--- config.mk ---
export PLATFORM = sky130hd
export DESIGN_NAME = two_class_alternating_grant_arbiter_unit
export DESIGN_NICKNAME = d
export VERILOG_FILES = /design/src/rtl/core/tcaga_pkg.sv /design/src/rtl/core/tcaga_datapath.sv /design/src/rtl/core/tcaga_ctrl.sv /design/src/rtl/core/two_class_alternating_grant_arbiter_unit.sv
export SDC_FILE = /design/constraint.sdc
export NUM_CORES = 1
export LEC_CHECK = 0
export BUFFER_PORTS_ARGS = -buffer_cell sky130_fd_sc_hd__buf_2
export CORE_ASPECT_RATIO = 1.5
export CORE_MARGIN = 2
export CORE_UTILIZATION = 40
export DETAILED_ROUTE_END_ITERATION = 7
export PLACE_DENSITY = 0.52
export SLEW_MARGIN = 10
export SYNTH_ARGS = -nofsm -noshare
export SYNTH_HDL_FRONTEND = slang
export SYNTH_SLANG_ARGS = --single-unit
export TNS_END_PERCENT = 50
--- constraint.sdc ---
create_clock -name clk -period 5.8 [get_ports clk]
set_clock_uncertainty 0.1 [all_clocks]
set_input_delay 1.16 -clock clk [delete_from_list [all_inputs] [get_ports clk]]
set_output_delay 1.16 -clock clk [all_outputs]
set_load 0.01 [all_outputs]
--- src/rtl/core/tcaga_pkg.sv ---
// Shared constants, command and status types of the two-class grant arbiter.
package tcaga_pkg;

  localparam int unsigned ID_WIDTH    = 8;
  localparam int unsigned QUEUE_DEPTH = 16;
  localparam int unsigned PTR_W       = (QUEUE_DEPTH > 1) ? $clog2(QUEUE_DEPTH) : 1;
  localparam int unsigned CNT_W       = $clog2(QUEUE_DEPTH + 1);
  localparam int unsigned GRANT_W     = 8;

  localparam logic KIND_REQUEST = 1'b0;
  localparam logic KIND_RELEASE = 1'b1;

  localparam logic STATUS_GRANT = 1'b0;
  localparam logic STATUS_DROP  = 1'b1;

  // Commands from the controller to the datapath
  typedef struct packed {
    logic load_item;     // capture the accepted input item
    logic grant_now;     // grant the captured requester, resource was free
    logic push;          // append the captured ID to its category queue
    logic drop;          // report the captured request as dropped
    logic release_free;  // mark the resource free
    logic pop;           // read and remove the head of queue pop_cat
    logic pop_cat;       // queue selected for pop
    logic pop_emit;      // present the popped ID as a grant
  } ctl_cmd_t;

  // Status from the datapath to the controller
  typedef struct packed {
    logic       kind;
    logic       cat;
    logic       holder_free;
    logic       holder_cat;
    logic [1:0] q_nonempty;
    logic [1:0] q_full;
    logic       out_busy;
  } dp_status_t;

endpackage

--- src/rtl/core/tcaga_datapath.sv ---
// Datapath: item registers, holder register, two ID queues and the result register.
module tcaga_datapath (
  input  logic                                  clk,
  input  logic                                  rst_n,
  input  tcaga_pkg::ctl_cmd_t                   cmd,
  output tcaga_pkg::dp_status_t                 stat,
  input  logic                                  in_kind,
  input  logic                                  in_category,
  input  logic [tcaga_pkg::ID_WIDTH-1:0]        in_requester_id,
  output logic                                  out_valid,
  input  logic                                  out_ready,
  output logic                                  out_status,
  output logic [tcaga_pkg::GRANT_W-1:0]         out_grant_id,
  output logic                                  out_grant_category
);

  localparam int unsigned IDW   = tcaga_pkg::ID_WIDTH;
  localparam int unsigned DEPTH = tcaga_pkg::QUEUE_DEPTH;
  localparam int unsigned PW    = tcaga_pkg::PTR_W;
  localparam int unsigned CW    = tcaga_pkg::CNT_W;
  localparam int unsigned GW    = tcaga_pkg::GRANT_W;

  // Captured item
  logic           kind_r, cat_r;
  logic [IDW-1:0] id_r;

  // Holder
  logic holder_free_r, holder_free_nxt;
  logic holder_cat_r, holder_cat_nxt;

  // Queue pointers, one set per category
  logic [PW-1:0] head_r  [0:1];
  logic [PW-1:0] head_nxt[0:1];
  logic [CW-1:0] cnt_r   [0:1];
  logic [CW-1:0] cnt_nxt [0:1];
  logic [PW-1:0] tail    [0:1];
  logic [PW:0]   tail_sum[0:1];

  // Queue storage and registered read data
  logic [IDW-1:0] q0_mem_r [0:DEPTH-1];
  logic [IDW-1:0] q1_mem_r [0:DEPTH-1];
  logic [IDW-1:0] q0_rd_r, q1_rd_r;
  logic           pop_cat_r;
  logic [IDW-1:0] pop_id;

  // Result register
  logic          out_valid_r, out_valid_nxt;
  logic          out_status_r;
  logic [GW-1:0] out_id_r;
  logic          out_cat_r;
  logic          out_load;
  logic          out_status_nxt;
  logic [IDW-1:0] out_src_id;
  logic          out_cat_nxt;

  // Capture the item
  always_ff @(posedge clk) begin
    if (cmd.load_item) begin
      kind_r <= in_kind;
      cat_r  <= in_category;
      id_r   <= in_requester_id;
    end
  end

  // Compute tail positions with wrap at the queue depth
  always_comb begin
    for (int c = 0; c < 2; c++) begin
      tail_sum[c] = {1'b0, head_r[c]} + cnt_r[c][PW:0];
      if (tail_sum[c] >= (PW+1)'(DEPTH)) begin
        tail[c] = PW'(tail_sum[c] - (PW+1)'(DEPTH));
      end else begin
        tail[c] = tail_sum[c][PW-1:0];
      end
    end
  end

  // Advance head and count on push and pop
  always_comb begin
    for (int c = 0; c < 2; c++) begin
      head_nxt[c] = head_r[c];
      cnt_nxt[c]  = cnt_r[c];
      if (cmd.push && (cat_r == 1'(c))) begin
        cnt_nxt[c] = cnt_r[c] + CW'(1);
      end
      if (cmd.pop && (cmd.pop_cat == 1'(c))) begin
        cnt_nxt[c] = cnt_r[c] - CW'(1);
        if (head_r[c] == PW'(DEPTH - 1)) begin
          head_nxt[c] = '0;
        end else begin
          head_nxt[c] = head_r[c] + PW'(1);
        end
      end
    end
  end

  // Update holder
  always_comb begin
    holder_free_nxt = holder_free_r;
    holder_cat_nxt  = holder_cat_r;
    if (cmd.grant_now) begin
      holder_free_nxt = 1'b0;
      holder_cat_nxt  = cat_r;
    end
    if (cmd.pop) begin
      holder_cat_nxt = cmd.pop_cat;
    end
    if (cmd.release_free) begin
      holder_free_nxt = 1'b1;
    end
  end

  always_ff @(posedge clk) begin
    if (!rst_n) begin
      holder_free_r <= 1'b1;
      holder_cat_r  <= 1'b0;
      for (int c = 0; c < 2; c++) begin
        head_r[c] <= '0;
        cnt_r[c]  <= '0;
      end
    end else begin
      holder_free_r <= holder_free_nxt;
      holder_cat_r  <= holder_cat_nxt;
      for (int c = 0; c < 2; c++) begin
        head_r[c] <= head_nxt[c];
        cnt_r[c]  <= cnt_nxt[c];
      end
    end
  end

  // Queue zero storage: write at tail, registered read at head
  always_ff @(posedge clk) begin
    if (cmd.push && !cat_r) begin
      q0_mem_r[tail[0]] <= id_r;
    end
    if (cmd.pop && !cmd.pop_cat) begin
      q0_rd_r <= q0_mem_r[head_r[0]];
    end
  end

  // Queue one storage: write at tail, registered read at head
  always_ff @(posedge clk) begin
    if (cmd.push && cat_r) begin
      q1_mem_r[tail[1]] <= id_r;
    end
    if (cmd.pop && cmd.pop_cat) begin
      q1_rd_r <= q1_mem_r[head_r[1]];
    end
  end

  always_ff @(posedge clk) begin
    if (cmd.pop) begin
      pop_cat_r <= cmd.pop_cat;
    end
  end

  assign pop_id = pop_cat_r ? q1_rd_r : q0_rd_r;

  // Select the result source
  always_comb begin
    out_load       = cmd.grant_now || cmd.drop || cmd.pop_emit;
    out_status_nxt = cmd.drop ? tcaga_pkg::STATUS_DROP : tcaga_pkg::STATUS_GRANT;
    out_src_id     = cmd.pop_emit ? pop_id : id_r;
    out_cat_nxt    = cmd.pop_emit ? pop_cat_r : cat_r;
    out_valid_nxt  = out_valid_r;
    if (out_valid_r && out_ready) begin
      out_valid_nxt = 1'b0;
    end
    if (out_load) begin
      out_valid_nxt = 1'b1;
    end
  end

  // Hold the result until taken
  always_ff @(posedge clk) begin
    if (!rst_n) begin
      out_valid_r <= 1'b0;
    end else begin
      out_valid_r <= out_valid_nxt;
    end
  end

  always_ff @(posedge clk) begin
    if (out_load) begin
      out_status_r <= out_status_nxt;
      out_id_r     <= GW'(out_src_id);
      out_cat_r    <= out_cat_nxt;
    end
  end

  assign out_valid          = out_valid_r;
  assign out_status         = out_status_r;
  assign out_grant_id       = out_id_r;
  assign out_grant_category = out_cat_r;

  // Status to the controller
  always_comb begin
    stat.kind        = kind_r;
    stat.cat         = cat_r;
    stat.holder_free = holder_free_r;
    stat.holder_cat  = holder_cat_r;
    for (int c = 0; c < 2; c++) begin
      stat.q_nonempty[c] = (cnt_r[c] != '0);
      stat.q_full[c]     = (cnt_r[c] == CW'(DEPTH));
    end
    stat.out_busy = out_valid_r && !out_ready;
  end

`ifndef ASSERT_OFF
  a_cnt0_bound: assert property (@(posedge clk) disable iff (!rst_n)
    cnt_r[0] <= CW'(DEPTH)) else $error("queue zero count above depth");
  a_cnt1_bound: assert property (@(posedge clk) disable iff (!rst_n)
    cnt_r[1] <= CW'(DEPTH)) else $error("queue one count above depth");
  a_push_room: assert property (@(posedge clk) disable iff (!rst_n)
    cmd.push |-> !stat.q_full[cat_r]) else $error("push into full queue");
  a_pop_data: assert property (@(posedge clk) disable iff (!rst_n)
    cmd.pop |-> stat.q_nonempty[cmd.pop_cat]) else $error("pop from empty queue");
  a_no_overwrite: assert property (@(posedge clk) disable iff (!rst_n)
    out_load |-> !stat.out_busy) else $error("result overwritten before taken");
`endif

endmodule

--- src/rtl/core/tcaga_ctrl.sv ---
// Controller: sequences accept, decision, queue read and result load for each item.
module tcaga_ctrl (
  input  logic                  clk,
  input  logic                  rst_n,
  input  logic                  in_valid,
  output logic                  in_ready,
  input  tcaga_pkg::dp_status_t stat,
  output tcaga_pkg::ctl_cmd_t   cmd
);

  typedef enum logic [2:0] {
    ST_IDLE = 3'b001,
    ST_EXEC = 3'b010,
    ST_POP  = 3'b100
  } state_t;

  state_t state_r, state_nxt;
  logic   other_cat;
  logic   own_cat;

  assign own_cat   = stat.holder_cat;
  assign other_cat = ~stat.holder_cat;
  assign in_ready  = (state_r == ST_IDLE);

  // Decide the action for the captured item
  always_comb begin
    cmd       = '0;
    state_nxt = state_r;
    case (state_r)
      ST_IDLE: begin
        if (in_valid) begin
          cmd.load_item = 1'b1;
          state_nxt     = ST_EXEC;
        end
      end
      ST_EXEC: begin
        if (stat.kind == tcaga_pkg::KIND_REQUEST) begin
          if (stat.holder_free) begin
            if (!stat.out_busy) begin
              cmd.grant_now = 1'b1;
              state_nxt     = ST_IDLE;
            end
          end else if (stat.q_full[stat.cat]) begin
            if (!stat.out_busy) begin
              cmd.drop  = 1'b1;
              state_nxt = ST_IDLE;
            end
          end else begin
            cmd.push  = 1'b1;
            state_nxt = ST_IDLE;
          end
        end else begin
          if (stat.holder_free) begin
            state_nxt = ST_IDLE;
          end else if (stat.q_nonempty[other_cat] || stat.q_nonempty[own_cat]) begin
            // Hand over: other category first, then own
            if (!stat.out_busy) begin
              cmd.pop     = 1'b1;
              cmd.pop_cat = stat.q_nonempty[other_cat] ? other_cat : own_cat;
              state_nxt   = ST_POP;
            end
          end else begin
            cmd.release_free = 1'b1;
            state_nxt        = ST_IDLE;
          end
        end
      end
      ST_POP: begin
        cmd.pop_emit = 1'b1;
        state_nxt    = ST_IDLE;
      end
      default: begin
        state_nxt = ST_IDLE;
      end
    endcase
  end

  always_ff @(posedge clk) begin
    if (!rst_n) begin
      state_r <= ST_IDLE;
    end else begin
      state_r <= state_nxt;
    end
  end

`ifndef ASSERT_OFF
  a_pop_then_emit: assert property (@(posedge clk) disable iff (!rst_n)
    cmd.pop |=> cmd.pop_emit) else $error("popped ID not presented");
  a_accept_then_exec: assert property (@(posedge clk) disable iff (!rst_n)
    cmd.load_item |=> (state_r == ST_EXEC)) else $error("accepted item not decided");
  a_one_action: assert property (@(posedge clk) disable iff (!rst_n)
    $onehot0({cmd.grant_now, cmd.push, cmd.drop, cmd.release_free, cmd.pop}))
    else $error("several actions at once");
`endif

endmodule

--- src/rtl/core/two_class_alternating_grant_arbiter_unit.sv ---
// Two-class grant arbiter top level: joins the controller and the datapath.
// One resource is shared by requesters of category 0 and 1, each with a
// 16-entry FIFO of waiting IDs. A request on a free resource is granted at
// once; on a busy one it is queued, or dropped with status 1 when its queue
// is full. A release hands the resource to the head of the other category's
// queue first, then to the own category's, else frees it. Items are handled
// one at a time: a request or a release that frees or is ignored passes
// through the accept and decide steps; a release that hands over adds a
// step for the registered read of the queue memory. An item that produces a
// result waits in the decide step while the previous result has not been
// taken. The block accepts its next item while its last result still waits.
module two_class_alternating_grant_arbiter_unit (
  input  logic                                clk,
  input  logic                                rst_n,
  input  logic                                in_valid,
  output logic                                in_ready,
  input  logic                                in_kind,
  input  logic                                in_category,
  input  logic [tcaga_pkg::ID_WIDTH-1:0]      in_requester_id,
  output logic                                out_valid,
  input  logic                                out_ready,
  output logic                                out_status,
  output logic [tcaga_pkg::GRANT_W-1:0]       out_grant_id,
  output logic                                out_grant_category
);

  tcaga_pkg::ctl_cmd_t   cmd;
  tcaga_pkg::dp_status_t stat;

  // Sequence each item
  tcaga_ctrl u_ctrl (
    .clk      (clk),
    .rst_n    (rst_n),
    .in_valid (in_valid),
    .in_ready (in_ready),
    .stat     (stat),
    .cmd      (cmd)
  );

  // Hold holder, queues and result
  tcaga_datapath u_datapath (
    .clk                (clk),
    .rst_n              (rst_n),
    .cmd                (cmd),
    .stat               (stat),
    .in_kind            (in_kind),
    .in_category        (in_category),
    .in_requester_id    (in_requester_id),
    .out_valid          (out_valid),
    .out_ready          (out_ready),
    .out_status         (out_status),
    .out_grant_id       (out_grant_id),
    .out_grant_category (out_grant_category)
  );

endmodule
# == Yosys cells after proc, flatten, opt, wreduce, memory -nomap -nowiden ==
# Memory sizes are Yosys's and may differ from the RTL's. A register that Yosys moved wholly into a read port is not among the register bits.
# Cells that the tools add are included.
# totals
out_inout_bits,12
n_memories,4
regBits,27
mem_bits_rw,274
wordCells,126
inputBits,14
# classes
eq_ne,9
n_lt_le_gt_ge,5
mux,59
bitwise,8
reduce_logical,20
n_addsub,10
# mem_list
memory,words,word_bits,rd,rd_clocked_by_memory_dff,write_ports,line,rtl
u_datapath.q0_mem_r,16,8,1,1,1,tcaga_datapath.sv:40,logic [IDW-1:0] q0_mem_r [0:DEPTH-1];
u_datapath.q1_mem_r,16,8,1,1,1,tcaga_datapath.sv:41,logic [IDW-1:0] q1_mem_r [0:DEPTH-1];
u_datapath.cnt_r,2,5,2,0,2,tcaga_datapath.sv:34,logic [CW-1:0] cnt_r [0:1];
u_datapath.head_r,2,4,2,0,2,tcaga_datapath.sv:32,logic [PW-1:0] head_r [0:1];
# op_table
operator,n
2-to-1 mux 3 bit,11
2-to-1 mux 4 bit,8
2-to-1 mux 5 bit,6
2-to-1 mux 1 bit,27
2-to-1 mux 8 bit,2
adder 4 x 5 -> 5 bit,2
"adder 5 x 1 -> 5 bit, second input constant",2
"equality test 5 bit, second input constant",2
"greater-or-equal comparator 5 bit, second input constant",2
nonzero test 5 bit,2
"subtractor 5 x 1 -> 5 bit, second input constant",2
"adder 4 x 1 -> 4 bit, second input constant",2
"equality test 4 bit, second input constant",2
logical AND 1 bit,8
"subtractor 4 x 1 -> 4 bit, second input constant",2
"less-than comparator 1 x 2 -> 1 bit, second input constant",3
2-to-1 mux 2 bit,3
2-to-1 mux 6 bit,1
one-hot mux 3 bit (2 select lines),1
"!= test 5 bit, second input constant",1
inverter 1 bit,4
bitwise OR 1 bit,4
nonzero test 2 bit,2
"equality test 3 x 1 -> 1 bit, second input constant",1
other kinds (7),11

# == Logic depth before layout (Yosys ltp) ==
# logic_depth
word_depth,13
ltp_mapped,10
mapped_depth_nobuf,9

# == Modules after synthesis ==
# Synthesis repeated with hierarchy kept, for this count alone.
# hier_totals
cells_unflattened,723
hier_area_um2,12934.9
# modules_own_cells
module,cells_per_inst,area_each_um2,n_inst
tcaga_datapath,687,12675.9,1
tcaga_ctrl,36,259.0,1

# == Worst setup path before layout ==
# Ideal clock, no wire load.
# synth_timing
path_kind,input port to flip-flop
startpoint,input out_ready
endpoint,memory u_datapath.cnt_r[0][9] (netlist bit)
setup_time_ns,0.080
n_path_buf,0
path_stages,8
path_slack_ns,2.508
required_ns,5.620
t_arrival_ns,3.112
path_cell_list,nor2b_1 -> a2111oi_2 -> nand2_1 -> fa_1 -> nand2b_1 -> a2111oi_0 -> mux2i_1 -> o211ai_1
# synth_rtl
element,line,rtl
from (decl),two_class_alternating_grant_arbiter_unit.sv:21,"input logic out_ready,"
to (decl),tcaga_datapath.sv:34,

==> metrics.txt <==
status finished clean; Post-synth ARST share 0%; Worst path slowest cell or4b_1; nets@finish 833; layout cells sized above 1 23.1%; Power Dens Cells 302 nW/um2; post-cts sizing count 0; CTS Buffer Depth 3; worst path bufs/invs 1; Total Die Area 34100 um2; Synth Area per Inst 17.8 um2; Mapped Area 13100 um2; hold_sp u_datapath.cnt_r[0][2]; CTS tree built; row count 81; Inst Count DP 1185; Worst R2R Start u_ctrl.state_r[2]; CP Launch Point u_ctrl.state_r[2]; Remaining Overflow, GRT 0; Routed WL 29000 um; Top FF cell, synth edfxtp_1; number of global-route vias before repair 7230; Worst Max-Slew Pin Slew 1150 ps; Final Hold Viols 0; Starting Density 40.3%; relative slew slack 23.0%; Post-Layout Cell Count 1238; Final WS setup 2160 ps; Placeable Area 32400 um2; synth unique cells 51; P&R area growth vs syn 13.9%; CP delay by family, top compound AO/OA/AOI/OAI gates; WS Path Type flip-flop to flip-flop; most common cell after layout, fill and taps aside edfxtp_1; Pre-antenna DRT Iters 6; GP Congestion 0.799; # setup viols final 0; Synth Register Bits 317; CTS Hold Buffers Added 0; DRC Markers 0; commonest non-fill, non-tap cells in the layout 293 x edfxtp_1, 64 x mux4_2, 45 x buf_4; H-tree levels 1; Static Leak 4.78 nW; Worst path depth 9; first-pass GRT wire length 44100 um; setup slack after placement 1950 ps; 1st-iter DRT viols 408; crit-path cells or4b_1 > a2111oi_2 > nand2_1 > inv_1 > ha_1 > nand2b_1 > a2111oi_0 > mux2i_1 > o211ai_1; initial antenna violation count 0; EDFF count, synth 293; Die Width 152 um; post-layout min period 3640 ps; final max-slew violation count 0; Data required, critical path 6170 ps; Syn. warnings 0; Peak VDD IR 178 uV; syn_nets 764; period utilization 62.8%; Max FO, Critical Path 11; Clk Latency, worst-skew pair 560 ps; Vias 6805; Clock Sinks 317; Hold WC Path Type flip-flop to flip-flop; CP endpoint kind flip-flop; Post-CTS Setup Bufs 0; R2R depth 9; slowest stage delay, CP 720 ps; largest net degree at the start of global routing 38; sequential element share of the synthesized area 71.1%; Port-buffer cells 25; Hold Path Stages 2; DR vias/cell 5.50; detailed placer's ending HPWL 18600 um; Num CTS Buffers 29; Die Ht 225 um; CTS clk-pin slew, worst paths 60 ps; wire length per cell 23.4 um; arrival time worst endpoint 4010 ps; Final TNS setup 0 ps; n_diodes 0; total of max-cap violations 0; GRT Resource Usage Total 17.6%; Post-DP Area 13900 um2; fmax 0.275 GHz; final hold slack 451 ps; IO Pins 26; post-route ant nets 0; Finished Cell Area 14900 um2; Clock Root Buffer clkbuf_16; Post-Synthesis Cells 732; unrepaired setup endpoints after global routing false; CP Launch Type flip-flop
## final timing paths
path,to,slack (ps)
setup / recovery,u_datapath.cnt_r[0][4],2160
hold / removal,u_datapath.cnt_r[0][2],450
setup reg to reg,u_datapath.cnt_r[0][4],2160
hold reg to reg,u_datapath.cnt_r[0][2],450
## worst reg2reg max path: stages (launching register included)
cell and delay, ps:
dfxtp_1 370, or4b_1 720, a2111oi_2 580, nand2_1 290, inv_1 380, ha_1 270
nand2b_1 140, a2111oi_0 470, mux2i_1 140, o211ai_1 110
## final cells by class
type / count / area [um2]
Fill cell: 2806 / 17600
Clock buffer: 39 / 793
Inverter: 14 / 52.6
Multi-Input combinational cell: 369 / 3610
Tap cell: 415 / 519
Timing Repair Buffer: 70 / 463
Clock inverter: 14 / 148
Sequential cell: 317 / 9280
## registers in the layout, summed over array words and instances, names as in the netlist
register / flops
u_datapath.out_grant_id: 8
u_datapath.holder_cat_r: 1
u_datapath.head_r: 8
u_datapath.out_grant_category: 1
u_datapath.out_valid: 1
u_datapath.out_status: 1
u_datapath.cat_r: 1
u_datapath.pop_cat_r: 1
u_datapath.q0_rd_r: 8
u_datapath.q1_rd_r: 8
u_datapath.holder_free_r: 1
u_datapath.id_r: 8
u_datapath.q0_mem_r: 128
u_datapath.q1_mem_r: 128
u_datapath.cnt_r: 10
u_ctrl.state_r: 3
u_datapath.kind_r: 1
## logic make-up (layout without fill, tap and decap cells)
group | after synthesis | in the layout | share of synthesized area [%]
adder cells (fa/ha/maj) | 18 | 18 | 1.95
AND/OR/NAND/NOR | 142 | 142 | 5.83
flip-flops | 317 | 317 | 71.1
AO/OA/AOI/OAI | 98 | 98 | 5.21
multiplexers | 101 | 101 | 13.9
XOR/XNOR | 10 | 10 | 0.671
buffers and inverters | 46 | 137 | 1.39
## synth_stat cells, types with 2 or more instances
master | number | area (um2)
a2111oi_0 | 4 | 35.0
a2111oi_2 | 2 | 30.0
a211oi_1 | 16 | 120
a21o_1 | 7 | 52.6
a21oi_1 | 38 | 190
a31oi_1 | 3 | 18.8
and2_1 | 8 | 50.1
and3_1 | 2 | 12.5
buf_1 | 2 | 7.51
buf_2 | 7 | 35.0
clkbuf_1 | 23 | 86.3
dfxtp_1 | 24 | 480
edfxtp_1 | 293 | 8800
fa_1 | 4 | 80.1
ha_1 | 14 | 175
inv_1 | 13 | 48.8
mux2i_1 | 36 | 360
mux4_2 | 64 | 1440
nand2_1 | 23 | 86.3
nand2b_1 | 11 | 68.8
nand3_1 | 18 | 90.1
nand3b_1 | 4 | 30.0
nor2_1 | 16 | 60.1
nor2b_1 | 9 | 56.3
nor3_1 | 35 | 175
nor4_1 | 2 | 12.5
nor4b_1 | 2 | 17.5
o2111ai_1 | 5 | 43.8
o211ai_1 | 2 | 15.0
o21ai_0 | 10 | 50.1
o221a_2 | 3 | 33.8
or3_1 | 2 | 12.5
or3b_1 | 2 | 17.5
or3b_2 | 2 | 17.5
or4_1 | 2 | 15.0
xnor2_1 | 6 | 52.6
xor2_1 | 4 | 35.0
## through the flow
| stage | util, % | total power, mW |
|---|---|---|
| global route | 45.8 | 4.65 |
| finish | 45.8 | 4.49 |
| detailed placement | 42.9 | 2.65 |
| floorplan | - | 2.60 |
| CTS | 45.8 | 4.55 |
| global placement | 42.9 | 2.64 |
## power breakdown
group	switching [mW]	internal (mW)
clock	0.800	1.09
sequential	0.00607	2.51
combinational	0.0652	0.0165
total	0.872	3.62
## per-layer routing
layer  wire, um  global-route usage [%]
met5          0                       0
met4       1110                    7.11
met3       1160                    2.49
met2      15300                    31.5
met1      11400                    21.2
(Power assumes the default switching activity.)
